### src/hw/rtl/rsa_pkg.sv
package rsa_pkg;

    // Fixed word geometry
    localparam int WORD_W = 32;
    localparam int CNT_W = $clog2(WORD_W);
    localparam int OPC_W = 5;
    localparam int RSA_STACK_DEPTH = 5;

    typedef logic [WORD_W-1:0] word_t;

    typedef enum logic [OPC_W-1:0] {
        OP_PUSH = 5'd0,
        OP_ADD  = 5'd1,
        OP_SUB  = 5'd2,
        OP_MUL  = 5'd3,
        OP_DIV  = 5'd4,
        OP_MOD  = 5'd5,
        OP_NEG  = 5'd6,
        OP_NOT  = 5'd7,
        OP_AND  = 5'd8,
        OP_OR   = 5'd9,
        OP_XOR  = 5'd10,
        OP_SHR  = 5'd11,
        OP_SHL  = 5'd12,
        OP_EQ   = 5'd13,
        OP_DROP = 5'd14,
        OP_SWAP = 5'd15,
        OP_DUP  = 5'd16,
        OP_ROT  = 5'd17
    } opcode_t;

    typedef struct packed {
        logic [OPC_W-1:0]         opcode;
        logic signed [WORD_W-1:0] push_value;
    } rsa_cmd_t;

    typedef struct packed {
        logic signed [WORD_W-1:0] top_value;
        logic signed [WORD_W-1:0] second_value;
        logic                     divide_error;
    } rsa_res_t;

    // Sequencer states
    typedef enum logic [1:0] {
        S_IDLE,
        S_LOAD,
        S_RUN,
        S_DONE
    } seq_state_t;

    // Serial ALU states
    typedef enum logic [1:0] {
        AL_IDLE,
        AL_PREP,
        AL_ITER,
        AL_FIX
    } alu_state_t;

    // Stack moves
    typedef enum logic [2:0] {
        STK_HOLD,
        STK_PUSH,
        STK_POP1,
        STK_POP2,
        STK_POP1_SET,
        STK_SET_TOP,
        STK_SWAP,
        STK_ROT
    } stk_act_t;

    // Sequencer to ALU control
    typedef struct packed {
        logic    start;
        opcode_t op;
    } alu_ctl_t;

    // ALU back to sequencer
    typedef struct packed {
        logic  done;
        word_t result;
    } alu_sts_t;

endpackage

### src/hw/rtl/rsa_alu.sv
module rsa_alu
    import rsa_pkg::*;
(
    input  logic     clk,
    input  logic     rst_n,
    input  alu_ctl_t ctl,
    input  word_t    a,
    input  word_t    b,
    output alu_sts_t sts
);

    localparam logic [CNT_W-1:0] CNT_LAST = CNT_W'(WORD_W - 1);

    alu_state_t       state_reg, state_next;
    opcode_t          op_reg, op_next;
    word_t            x_reg, x_next;
    word_t            y_reg, y_next;
    word_t            acc_reg, acc_next;
    logic             carry_reg, carry_next;
    logic             flag_reg, flag_next;
    logic             na_reg, na_next;
    logic             nb_reg, nb_next;
    logic [CNT_W-1:0] cnt_reg, cnt_next;

    logic              yb;
    logic              sb;
    logic [WORD_W:0]   rem_wide;
    logic [WORD_W:0]   rem_diff;
    word_t             x_neg;
    word_t             acc_neg;

    // Next state
    always_comb
    begin
        state_next = state_reg;
        unique case (state_reg)
            AL_IDLE:
            begin
                if (ctl.start)
                begin
                    if (ctl.op == OP_DIV || ctl.op == OP_MOD)
                        state_next = AL_PREP;
                    else
                        state_next = AL_ITER;
                end
            end
            AL_PREP: state_next = AL_ITER;
            AL_ITER:
            begin
                if (cnt_reg == CNT_LAST)
                    state_next = AL_FIX;
            end
            AL_FIX: state_next = AL_IDLE;
            default: state_next = AL_IDLE;
        endcase
    end

    // Negators for sign fixup; x_neg also takes the dividend magnitude
    assign x_neg   = word_t'(~x_reg + word_t'(1));
    assign acc_neg = word_t'(~acc_reg + word_t'(1));

    // Serial bit of the adder and one restoring divide step
    assign yb       = y_reg[0] ^ (op_reg != OP_ADD);
    assign sb       = x_reg[0] ^ yb ^ carry_reg;
    assign rem_wide = {acc_reg, x_reg[WORD_W-1]};
    assign rem_diff = rem_wide - {1'b0, y_reg};

    // Datapath: load, take magnitudes, shift one bit per cycle
    always_comb
    begin
        op_next    = op_reg;
        x_next     = x_reg;
        y_next     = y_reg;
        acc_next   = acc_reg;
        carry_next = carry_reg;
        flag_next  = flag_reg;
        na_next    = na_reg;
        nb_next    = nb_reg;
        cnt_next   = cnt_reg;
        unique case (state_reg)
            AL_IDLE:
            begin
                if (ctl.start)
                begin
                    op_next    = ctl.op;
                    x_next     = (ctl.op == OP_NEG) ? '0 : a;
                    y_next     = (ctl.op == OP_NEG) ? a : b;
                    acc_next   = '0;
                    carry_next = (ctl.op == OP_SUB) || (ctl.op == OP_NEG);
                    flag_next  = 1'b1;
                    na_next    = a[WORD_W-1];
                    nb_next    = b[WORD_W-1];
                    cnt_next   = '0;
                end
            end
            AL_PREP:
            begin
                x_next = na_reg ? x_neg : x_reg;
                y_next = nb_reg ? word_t'(~y_reg + word_t'(1)) : y_reg;
            end
            AL_ITER:
            begin
                cnt_next = cnt_reg + CNT_W'(1);
                case (op_reg)
                    OP_ADD, OP_SUB, OP_NEG:
                    begin
                        acc_next   = {sb, acc_reg[WORD_W-1:1]};
                        carry_next = (x_reg[0] & yb) | (x_reg[0] & carry_reg)
                                   | (yb & carry_reg);
                        x_next     = x_reg >> 1;
                        y_next     = y_reg >> 1;
                    end
                    OP_NOT:
                    begin
                        acc_next = {~x_reg[0], acc_reg[WORD_W-1:1]};
                        x_next   = x_reg >> 1;
                    end
                    OP_AND, OP_OR, OP_XOR:
                    begin
                        if (op_reg == OP_AND)
                            acc_next = {x_reg[0] & y_reg[0], acc_reg[WORD_W-1:1]};
                        else if (op_reg == OP_OR)
                            acc_next = {x_reg[0] | y_reg[0], acc_reg[WORD_W-1:1]};
                        else
                            acc_next = {x_reg[0] ^ y_reg[0], acc_reg[WORD_W-1:1]};
                        x_next = x_reg >> 1;
                        y_next = y_reg >> 1;
                    end
                    OP_EQ:
                    begin
                        flag_next = flag_reg & ~(x_reg[0] ^ y_reg[0]);
                        x_next    = x_reg >> 1;
                        y_next    = y_reg >> 1;
                    end
                    OP_MUL:
                    begin
                        if (y_reg[0])
                            acc_next = acc_reg + x_reg;
                        x_next = x_reg << 1;
                        y_next = y_reg >> 1;
                    end
                    OP_SHR:
                    begin
                        if (cnt_reg < y_reg[CNT_W-1:0])
                            x_next = {x_reg[WORD_W-1], x_reg[WORD_W-1:1]};
                    end
                    OP_SHL:
                    begin
                        if (cnt_reg < y_reg[CNT_W-1:0])
                            x_next = x_reg << 1;
                    end
                    OP_DIV, OP_MOD:
                    begin
                        // Keep the difference when the divisor fits
                        if (!rem_diff[WORD_W])
                        begin
                            acc_next = rem_diff[WORD_W-1:0];
                            x_next   = {x_reg[WORD_W-2:0], 1'b1};
                        end
                        else
                        begin
                            acc_next = rem_wide[WORD_W-1:0];
                            x_next   = {x_reg[WORD_W-2:0], 1'b0};
                        end
                    end
                    default:
                    begin
                        acc_next = acc_reg;
                    end
                endcase
            end
            AL_FIX:
            begin
                cnt_next = cnt_reg;
            end
            default:
            begin
                cnt_next = cnt_reg;
            end
        endcase
    end

    // Result select and sign fixup
    always_comb
    begin
        sts.done = (state_reg == AL_FIX);
        case (op_reg)
            OP_SHR, OP_SHL: sts.result = x_reg;
            OP_EQ:          sts.result = word_t'(flag_reg);
            OP_DIV:         sts.result = (na_reg ^ nb_reg) ? x_neg : x_reg;
            OP_MOD:         sts.result = na_reg ? acc_neg : acc_reg;
            default:        sts.result = acc_reg;
        endcase
    end

    always_ff @(posedge clk or negedge rst_n)
    begin
        if (!rst_n)
            state_reg <= AL_IDLE;
        else
            state_reg <= state_next;
    end

    always_ff @(posedge clk)
    begin
        op_reg    <= op_next;
        x_reg     <= x_next;
        y_reg     <= y_next;
        acc_reg   <= acc_next;
        carry_reg <= carry_next;
        flag_reg  <= flag_next;
        na_reg    <= na_next;
        nb_reg    <= nb_next;
        cnt_reg   <= cnt_next;
    end

endmodule

### src/hw/rtl/rpn_stack_alu_core.sv
// Flow: a request is taken in S_IDLE and held; push, dup, drop, swap, rot, unknown codes
// and a divide by zero go from S_LOAD to S_DONE, and other ALU codes run through S_RUN
// (div and mod with an extra prep step). A new request waits until the result is loaded.
// ALU codes run the 32-step bit-serial loop of the ALU (one bit per cycle).
// Reset: asynchronous, clears every stack entry to zero and drops any pending result.
module rpn_stack_alu_core
    import rsa_pkg::*;
#(
    parameter int STACK_DEPTH = RSA_STACK_DEPTH
)
(
    input  logic     clk,
    input  logic     rst_n,
    input  logic     cmd_valid,
    output logic     cmd_stall,
    input  rsa_cmd_t cmd_data,
    output logic     res_valid,
    input  logic     res_stall,
    output rsa_res_t res_data
);

    seq_state_t state_reg, state_next;
    rsa_cmd_t   cmd_reg, cmd_next;
    logic       err_reg, err_next;
    word_t      stk_reg [STACK_DEPTH];
    word_t      stk_next [STACK_DEPTH];
    logic       res_valid_reg, res_valid_next;
    rsa_res_t   res_reg, res_next;

    word_t      up1 [STACK_DEPTH];
    word_t      up2 [STACK_DEPTH];
    word_t      dn [STACK_DEPTH];
    word_t      push_word;
    word_t      set_word;
    stk_act_t   stk_act;

    opcode_t    op;
    logic       is_alu;
    logic       div_zero;
    logic       cmd_take;
    logic       res_load;
    alu_ctl_t   alu_ctl;
    alu_sts_t   alu_sts;

    // Decode the held request
    assign op       = opcode_t'(cmd_reg.opcode);
    assign is_alu   = (cmd_reg.opcode >= OP_ADD) && (cmd_reg.opcode <= OP_EQ);
    assign div_zero = ((op == OP_DIV) || (op == OP_MOD)) && (stk_reg[1] == '0);

    // Shifted views of the stack
    for (genvar gi = 0; gi < STACK_DEPTH; gi++)
    begin : g_view
        if (gi < STACK_DEPTH - 1)
        begin : g_up1
            assign up1[gi] = stk_reg[gi+1];
        end
        else
        begin : g_up1_end
            assign up1[gi] = '0;
        end
        if (gi < STACK_DEPTH - 2)
        begin : g_up2
            assign up2[gi] = stk_reg[gi+2];
        end
        else
        begin : g_up2_end
            assign up2[gi] = '0;
        end
        if (gi == 0)
        begin : g_dn_top
            assign dn[gi] = push_word;
        end
        else
        begin : g_dn
            assign dn[gi] = stk_reg[gi-1];
        end
    end

    // Next state
    always_comb
    begin
        state_next = state_reg;
        unique case (state_reg)
            S_IDLE:
            begin
                if (cmd_valid)
                    state_next = S_LOAD;
            end
            S_LOAD:
            begin
                if (is_alu && !div_zero)
                    state_next = S_RUN;
                else
                    state_next = S_DONE;
            end
            S_RUN:
            begin
                if (alu_sts.done)
                    state_next = S_DONE;
            end
            S_DONE:
            begin
                if (!res_valid_reg || !res_stall)
                    state_next = S_IDLE;
            end
            default: state_next = S_IDLE;
        endcase
    end

    // Sequencer outputs
    always_comb
    begin
        cmd_stall     = (state_reg != S_IDLE);
        cmd_take      = 1'b0;
        res_load      = 1'b0;
        alu_ctl.start = 1'b0;
        alu_ctl.op    = op;
        stk_act       = STK_HOLD;
        push_word     = stk_reg[0];
        set_word      = alu_sts.result;
        err_next      = err_reg;
        unique case (state_reg)
            S_IDLE:
            begin
                cmd_take = cmd_valid;
            end
            S_LOAD:
            begin
                err_next = div_zero;
                if (div_zero)
                    stk_act = STK_POP2;
                else if (is_alu)
                    alu_ctl.start = 1'b1;
                else
                begin
                    case (op)
                        OP_PUSH:
                        begin
                            stk_act   = STK_PUSH;
                            push_word = word_t'(cmd_reg.push_value);
                        end
                        OP_DUP:  stk_act = STK_PUSH;
                        OP_DROP: stk_act = STK_POP1;
                        OP_SWAP: stk_act = STK_SWAP;
                        OP_ROT:  stk_act = STK_ROT;
                        default: stk_act = STK_HOLD;
                    endcase
                end
            end
            S_RUN:
            begin
                if (alu_sts.done)
                begin
                    if (op == OP_NEG || op == OP_NOT)
                        stk_act = STK_SET_TOP;
                    else
                        stk_act = STK_POP1_SET;
                end
            end
            S_DONE:
            begin
                res_load = !res_valid_reg || !res_stall;
            end
            default:
            begin
                cmd_stall = 1'b1;
            end
        endcase
    end

    // Hold the request while it runs
    always_comb
    begin
        cmd_next = cmd_reg;
        if (cmd_take)
            cmd_next = cmd_data;
    end

    // Stack update
    always_comb
    begin
        for (int i = 0; i < STACK_DEPTH; i++)
        begin
            stk_next[i] = stk_reg[i];
        end
        case (stk_act)
            STK_PUSH:
            begin
                for (int i = 0; i < STACK_DEPTH; i++)
                    stk_next[i] = dn[i];
            end
            STK_POP1:
            begin
                for (int i = 0; i < STACK_DEPTH; i++)
                    stk_next[i] = up1[i];
            end
            STK_POP2:
            begin
                for (int i = 0; i < STACK_DEPTH; i++)
                    stk_next[i] = up2[i];
            end
            STK_POP1_SET:
            begin
                for (int i = 0; i < STACK_DEPTH; i++)
                    stk_next[i] = up1[i];
                stk_next[0] = set_word;
            end
            STK_SET_TOP:
            begin
                stk_next[0] = set_word;
            end
            STK_SWAP:
            begin
                stk_next[0] = stk_reg[1];
                stk_next[1] = stk_reg[0];
            end
            STK_ROT:
            begin
                stk_next[0] = stk_reg[1];
                stk_next[1] = stk_reg[2];
                stk_next[2] = stk_reg[0];
            end
            default:
            begin
                stk_next[0] = stk_reg[0];
            end
        endcase
    end

    // Result register: load on finish, drop when taken
    always_comb
    begin
        res_valid_next = res_valid_reg;
        res_next       = res_reg;
        if (res_load)
        begin
            res_valid_next        = 1'b1;
            res_next.top_value    = $signed(stk_reg[0]);
            res_next.second_value = $signed(stk_reg[1]);
            res_next.divide_error = err_reg;
        end
        else if (res_valid_reg && !res_stall)
            res_valid_next = 1'b0;
    end

    assign res_valid = res_valid_reg;
    assign res_data  = res_reg;

    rsa_alu u_alu (
        .clk   (clk),
        .rst_n (rst_n),
        .ctl   (alu_ctl),
        .a     (stk_reg[0]),
        .b     (stk_reg[1]),
        .sts   (alu_sts)
    );

    always_ff @(posedge clk or negedge rst_n)
    begin
        if (!rst_n)
        begin
            state_reg     <= S_IDLE;
            res_valid_reg <= 1'b0;
            err_reg       <= 1'b0;
            for (int i = 0; i < STACK_DEPTH; i++)
                stk_reg[i] <= '0;
        end
        else
        begin
            state_reg     <= state_next;
            res_valid_reg <= res_valid_next;
            err_reg       <= err_next;
            for (int i = 0; i < STACK_DEPTH; i++)
                stk_reg[i] <= stk_next[i];
        end
    end

    always_ff @(posedge clk)
    begin
        cmd_reg <= cmd_next;
        res_reg <= res_next;
    end

endmodule
### config.mk
export PLATFORM = sky130hd
export DESIGN_NAME = rpn_stack_alu_core
export DESIGN_NICKNAME = d
export VERILOG_FILES = /design/src/hw/rtl/rsa_pkg.sv /design/src/hw/rtl/rsa_alu.sv /design/src/hw/rtl/rpn_stack_alu_core.sv
export SDC_FILE = /design/constraint.sdc
export NUM_CORES = 1
export LEC_CHECK = 0
export ABC_AREA = 1
export BUFFER_PORTS_ARGS = -buffer_cell sky130_fd_sc_hd__clkbuf_2
export CORE_MARGIN = 2
export CORE_UTILIZATION = 30
export DETAILED_ROUTE_END_ITERATION = 8
export GPL_ROUTABILITY_DRIVEN = 0
export HOLD_SLACK_MARGIN = 0.15
export PLACE_DENSITY = 0.5
export SETUP_SLACK_MARGIN = 0.4
export SLEW_MARGIN = 20
export SYNTH_ARGS = -nofsm -noshare
export SYNTH_HDL_FRONTEND = slang
export SYNTH_SLANG_ARGS = --single-unit
### constraint.sdc
create_clock -name clk -period 10.09 [get_ports clk]
set_input_delay 0.5045 -clock clk [delete_from_list [all_inputs] [get_ports clk]]
set_output_delay 0.5045 -clock clk [all_outputs]
set_load 0.01 [all_outputs]
==> impl_results.md, run 1 <==
* Status: complete, no violations
* Initial DRC count at 3530
* Rel. slew slack at 0.299
* R2R depth at 15
* Tot GR Track Use at 0.246
* Routed Antenna Nets at 0
* VDD IR max at 0.000123 V
* Detailed-route via count at 28500
* RR Endpoint: dn[53]
* First-pass GRT wire length at 175000 µm
* Register area at 0.0105 mm²
* CTS Buffer Depth at 3
* Remaining Overflow, GRT at 0
* CTS H-tree lvls at 2
* Drt total wl at 119000 µm
* Area occupied by multi-input gates at 0.0145 mm²
* Unrepaired setup endpoints after global routing: no
* Clk slew on worst S/H paths at 60 ps
* Port Buf Inserts at 107
* Dpl hpwl at 90000 µm
* Ports at 108
* Worst setup EP type: register
* Max reg flops at 128
* Worst Setup SP: state_reg[1]
* Synth warnings at 0
* Die X at 307 µm
* Primary FF master, synth: edfxtp_1
* DRC violations left at 0
* Clk_skew at 21.7 ps
* Synth-to-layout area growth at 12.9%
* Top-count cell post-synth: nand2_1
* Share of layout cells above drive strength 1 at 0.0687
* Critical Path Source Type: register
* Synth area leaders: edfxtp_1 23%, dfrtp_1 15%, nand2_1 13%
* Synthesized Nets at 4074
* CP endpoint: dn[53]
* WHS Path Cells at 3
* Setup TNS at 0 ps
* Static leakage at 13.6 nW
* Row Count at 110
* Max-cap violations at 0
* Cts bufs inserted at 47
* Die area at 0.0940 mm²
* Mean post-synth cell area at 6.96 µm²
* Final Hold Viols at 0
* Avg Vias per Cell at 5.44
* Clock power share at 0.512
* FILL cells at 9765
* Distinct cells, synth at 55
* Seq cells post-synth at 378
* Vias in the first global route at 26700
* Pwr Density at 109 mW/mm²
* Minimum clock period at 4710 ps
* Clk root buf: clkbuf_16
* NetSw at 0.749 mW
* Wire per inst at 22.7 µm
* Iteration count of the initial detailed-routing pass at 5
* Core area at 0.0904 mm²
* Worst EP arrival at 5230 ps
* R2R setup slack at 5380 ps
* Initial antenna violation count at 1
* Initial Util at 0.304
* Async SR Flop Fraction at 0.439
* Pint at 2.64 mW
* Max-slew violations at 0
* Clock Sinks at 378
* Post-synth top cells: 961 x nand2_1, 541 x nor2_1, 513 x nand3_1
* Final setup viols at 0
* Mapped Cells at 3945
* Largest net degree at the start of global routing at 98
* Antenna cells at 0
* Max FO, Critical Path at 87
* Sequential Power Share at 0.478
* Worst slew pin tran at 1050 ps
* Comb pwr share at 0.010
* Synth area leader: edfxtp_1
* Yosys top cell area share at 0.232
* Synth Cell Area at 0.0275 mm²
* CP Class: reg -> reg
* Post-route clock period utilization at 0.466
* Die Y at 307 µm
* Sw frac at 0.221
* Reg2reg start: state_reg[1]
* Worst Hold Class: in -> reg
* Sequential share of the synthesized area at 0.383
* Critical Path RT at 10620 ps
* Post-synth EDFFs at 212
* Final net count at 4139
* Postcts setup bufs at 0
* FMAX at 213 MHz
* Design Power at 3.39 mW
* TritonCTS clock tree: built
* Clk_lat worst skew at 610 ps
-- power groups by stage --
stage,clock network [mW],registers (mW),logic [mW]
floorplan,0,1.65,0.0000230
global placement,0,1.65,0.0247
detailed placement,0,1.65,0.0244
CTS,1.77,1.62,0.0359
global route,1.83,1.62,0.0390
finish,1.74,1.62,0.0351
-- area by class of cell --
| cell class | count | area share |
|---|---|---|
| Sequential cell | 378 | 0.339 |
| Tap cell | 1176 | 0.0474 |
| Clock inverter | 15 | 0.00492 |
| Multi-Input combinational cell | 2925 | 0.467 |
| Inverter | 481 | 0.0583 |
| Clock buffer | 73 | 0.0460 |
| Timing Repair Buffer | 177 | 0.0376 |
-- critical path: stages (launching register included) --
cell	delay [ps]
dfrtp_1	370
inv_1	100
ha_1	280
nand2_1	100
nand2_1	80
nand2_4	220
clkinv_2	430
nand2_4	560
nand2_4	270
nand2_8	550
nand2_4	420
inv_4	310
nand2_4	450
nand2_1	230
nor2_1	60
nor2_1	90
-- per-stage QoR --
step,hold slack [ps],setup WS [ps],utilization,cells,area (µm²)
floorplan,209,5810,-,3945,27500
global placement,486,5420,0.321,5099,29100
detailed placement,494,5330,0.321,5099,29100
CTS,158,5310,0.343,5225,31000
global route,188,5060,0.343,5225,31000
finish,184,5380,0.343,5225,31000
-- cells by family (layout without fill, tap and decap cells) --
kind of cell               Yosys count  count (layout)  synth area share
AOI/OAI and AO/OA                  603             603             0.129
adders and majority gates           88              88            0.0409
and+or+nand+nor                   2201            2201             0.344
xor gates and xnor gates            33              33            0.0105
DFF                                378             378             0.383
buffers and inverters              642             746            0.0924
-- worst min-delay path by stage --
stage	startpoint	to
after floorplan	rst_n	dn[0]
after global placement	op[1]	u_alu.op_reg[1]
after detailed placement	op[1]	u_alu.op_reg[1]
after CTS	res_stall	res_valid
after global routing	res_stall	res_valid
final	res_stall	res_valid
-- repair_timing --
item                      4_1_cts  5_1_grt
hold buffers                   38        0
hold endpoints to repair      105        0
gates resized for setup         0        0
-- routing by layer --
| metal | global-route usage | up-vias | routed length (µm) |
|---|---|---|---|
| li1 | - | 13400 | - |
| met1 | 0.347 | 13700 | 52400 |
| met2 | 0.388 | 1192 | 52700 |
| met3 | 0.0331 | 196 | 9170 |
| met4 | 0.0831 | 2 | 4290 |
| met5 | 0 | - | 13 |
-- cells in the final DEF (no fill, tap or decap), types with 30 or more instances in the layout --
cell	instances
nor3_1	30
a21oi_1	189
o21ai_0	206
nand4_1	96
o22ai_1	38
buf_4	32
o221ai_1	59
clkbuf_16	50
edfxtp_1	212
dfrtp_1	166
ha_1	84
o211ai_1	33
dlygate4sd3_1	38
nand2_1	961
nand3_1	512
inv_1	466
nor2_1	535
clkbuf_2	106
Note: power is estimated with default switching activity, not from simulation.
==> run 2, diff against run 1 <==
- PLACE_DENSITY: 0.5 -> 0.51
- clock period: 10.09 -> 4.3 ns (I/O delays scaled with it)
==> impl_results.md, run 2 (synthesis results as in run 1) <==
* Design Power at 8.34 mW
* Worst Hold Class: in -> async
* Commonest non-fill, non-tap cell in the layout: nand2_1
* Detailed-route via count at 28600
* Core area at 0.0904 mm²
* Static leakage at 13.9 nW
* Critical Path RT at 4660 ps
* Worst setup EP type: register
* Worst slew pin tran at 1020 ps
* Most Frequent Cell on Critical Path: nand2_1
* Dpl hpwl at 88900 µm
* Die Y at 307 µm
* Row Count at 110
* Minimum clock period at 3550 ps
* Max-cap violations at 0
* Die area at 0.0940 mm²
* Routed Antenna Nets at 0
* Post-route clock period utilization at 0.825
* CP cell instances: inv_1 -> ha_1 -> inv_1 -> fa_1 -> nand3_1 -> nand2_1 -> nand2_1 -> nand2_1 -> nand2_1 -> nand2_1 -> nand2_1 -> nand2_1 -> nand2_1 -> buf_4 -> nand3_1 -> nand3_1 -> nand3_1 -> nand2_1 -> inv_1
* Initial Util at 0.304
* Tot GR Track Use at 0.244
* Avg Vias per Cell at 5.42
* Status: complete, no violations
* Antenna cells at 0
* Remaining Overflow, GRT at 0
* Rel. slew slack at 0.317
* Family with the most delay on the worst path: simple AND/OR/NAND/NOR gates
* Wire per inst at 22.2 µm
* Slowest CP cell: edfxtp_1
* Clk_lat worst skew at 620 ps
* Pwr Density at 263 mW/mm²
* Synth-to-layout area growth at 15.3%
* Max reg flops at 128
* Max FO, Critical Path at 15
* Crit path buf inv count at 4
* Initial DRC count at 2924
* CTS Buffer Depth at 3
* Initial antenna violation count at 4
* VDD IR max at 0.000308 V
* Clock Sinks at 378
* Fin Hold WS at 243 ps
* Port Buf Inserts at 107
* Clk slew on worst S/H paths at 70 ps
* Max stage delay on crit path at 460 ps
* Drt total wl at 117000 µm
* Unrepaired setup endpoints after global routing: no
* Critical Path Source Type: register
* TritonCTS clock tree: built
* Ports at 108
* DRC violations left at 0
* Share of layout cells above drive strength 1 at 0.0821
* Postcts setup bufs at 0
* Setup TNS at 0 ps
* Max-slew violations at 0
* Final setup viols at 0
* CTS H-tree lvls at 2
* Clk root buf: clkbuf_16
* Worst EP arrival at 3910 ps
* Iteration count of the initial detailed-routing pass at 7
* Cts bufs inserted at 46
* Final Hold Viols at 0
* Final net count at 4195
* Vias in the first global route at 27000
* CP Class: reg -> reg
* Die X at 307 µm
* FMAX at 282 MHz
* Largest net degree at the start of global routing at 95
* Most frequent cells in the layout: 961 x nand2_1, 535 x nor2_1, 512 x nand3_1, 466 x inv_1, 212 x edfxtp_1
* Clk_skew at 33.2 ps
* First-pass GRT wire length at 175000 µm
## run 2: cell count changes in the layout (fill, tap and decap cells not counted), sizes merged
cell         delta
clkinv          +1
clkbuf         -21
bufinv          +9
inv             +1
dlygate4sd3     +2
buf            +55
clkinvlp        +8
## run 2: final timing paths
| kind | from | end | slack (ps) | cells after the start |
|---|---|---|---|---|
| max in group asynchronous | rst_n | res_valid | 3100 | 3 |
| worst min-delay path | rst_n | dn[52] | 240 | 2 |
| worst min register to register | err_reg | res_data[0] | 460 | 0 |
| worst max-delay path | u_alu.x_reg[31] | u_alu.acc_reg[22] | 750 | 19 |
| worst max register to register | u_alu.x_reg[31] | u_alu.acc_reg[22] | 750 | 19 |
| min in group clk | cmd_data[31] | cmd_reg[31] | 300 | 2 |
## run 2: layout make-up
class / count / area, µm²
inverters: 481 / 1810
well taps: 1176 / 1470
fillers: 9697 / 58800
multi-input cells: 2925 / 14500
repair buffers: 234 / 1690
flip-flops and latches: 378 / 10500
clock inverters: 34 / 513
clock buffers: 52 / 1190
## run 2: routing by layer
layer,up-vias,GRT usage,share of wire
li1,13500,-,-
met1,13600,0.334,0.43
met2,1244,0.393,0.45
met3,226,0.0329,0.079
met4,8,0.0874,0.038
met5,-,0,0.00055
## run 2: where the power goes
group	internal, mW	leakage, nW	switching, mW
sequential	3.81	3.87	0.0000000000000000773
clock	2.64	0.801	1.81
combinational	0.0389	9.25	0.0466
total	6.48	13.9	1.85
## run 2: stage by stage
step                instances  setup slack (ps)  utilization  area [µm²]
finish                   5280               751        0.350       31700
global route             5280               480        0.350       31700
CTS                      5280               763        0.350       31700
detailed placement       5154               806        0.327       29600
global placement         5154               804        0.327       29600
floorplan                3945               516            -       27500
## run 2: timing repair
action / 4_1_cts / 5_1_grt
hold endpoints to repair: 133 / 0
hold buffers: 40 / 0
endpoints found under the setup margin: 0 / 2
gates resized for setup: 0 / 1
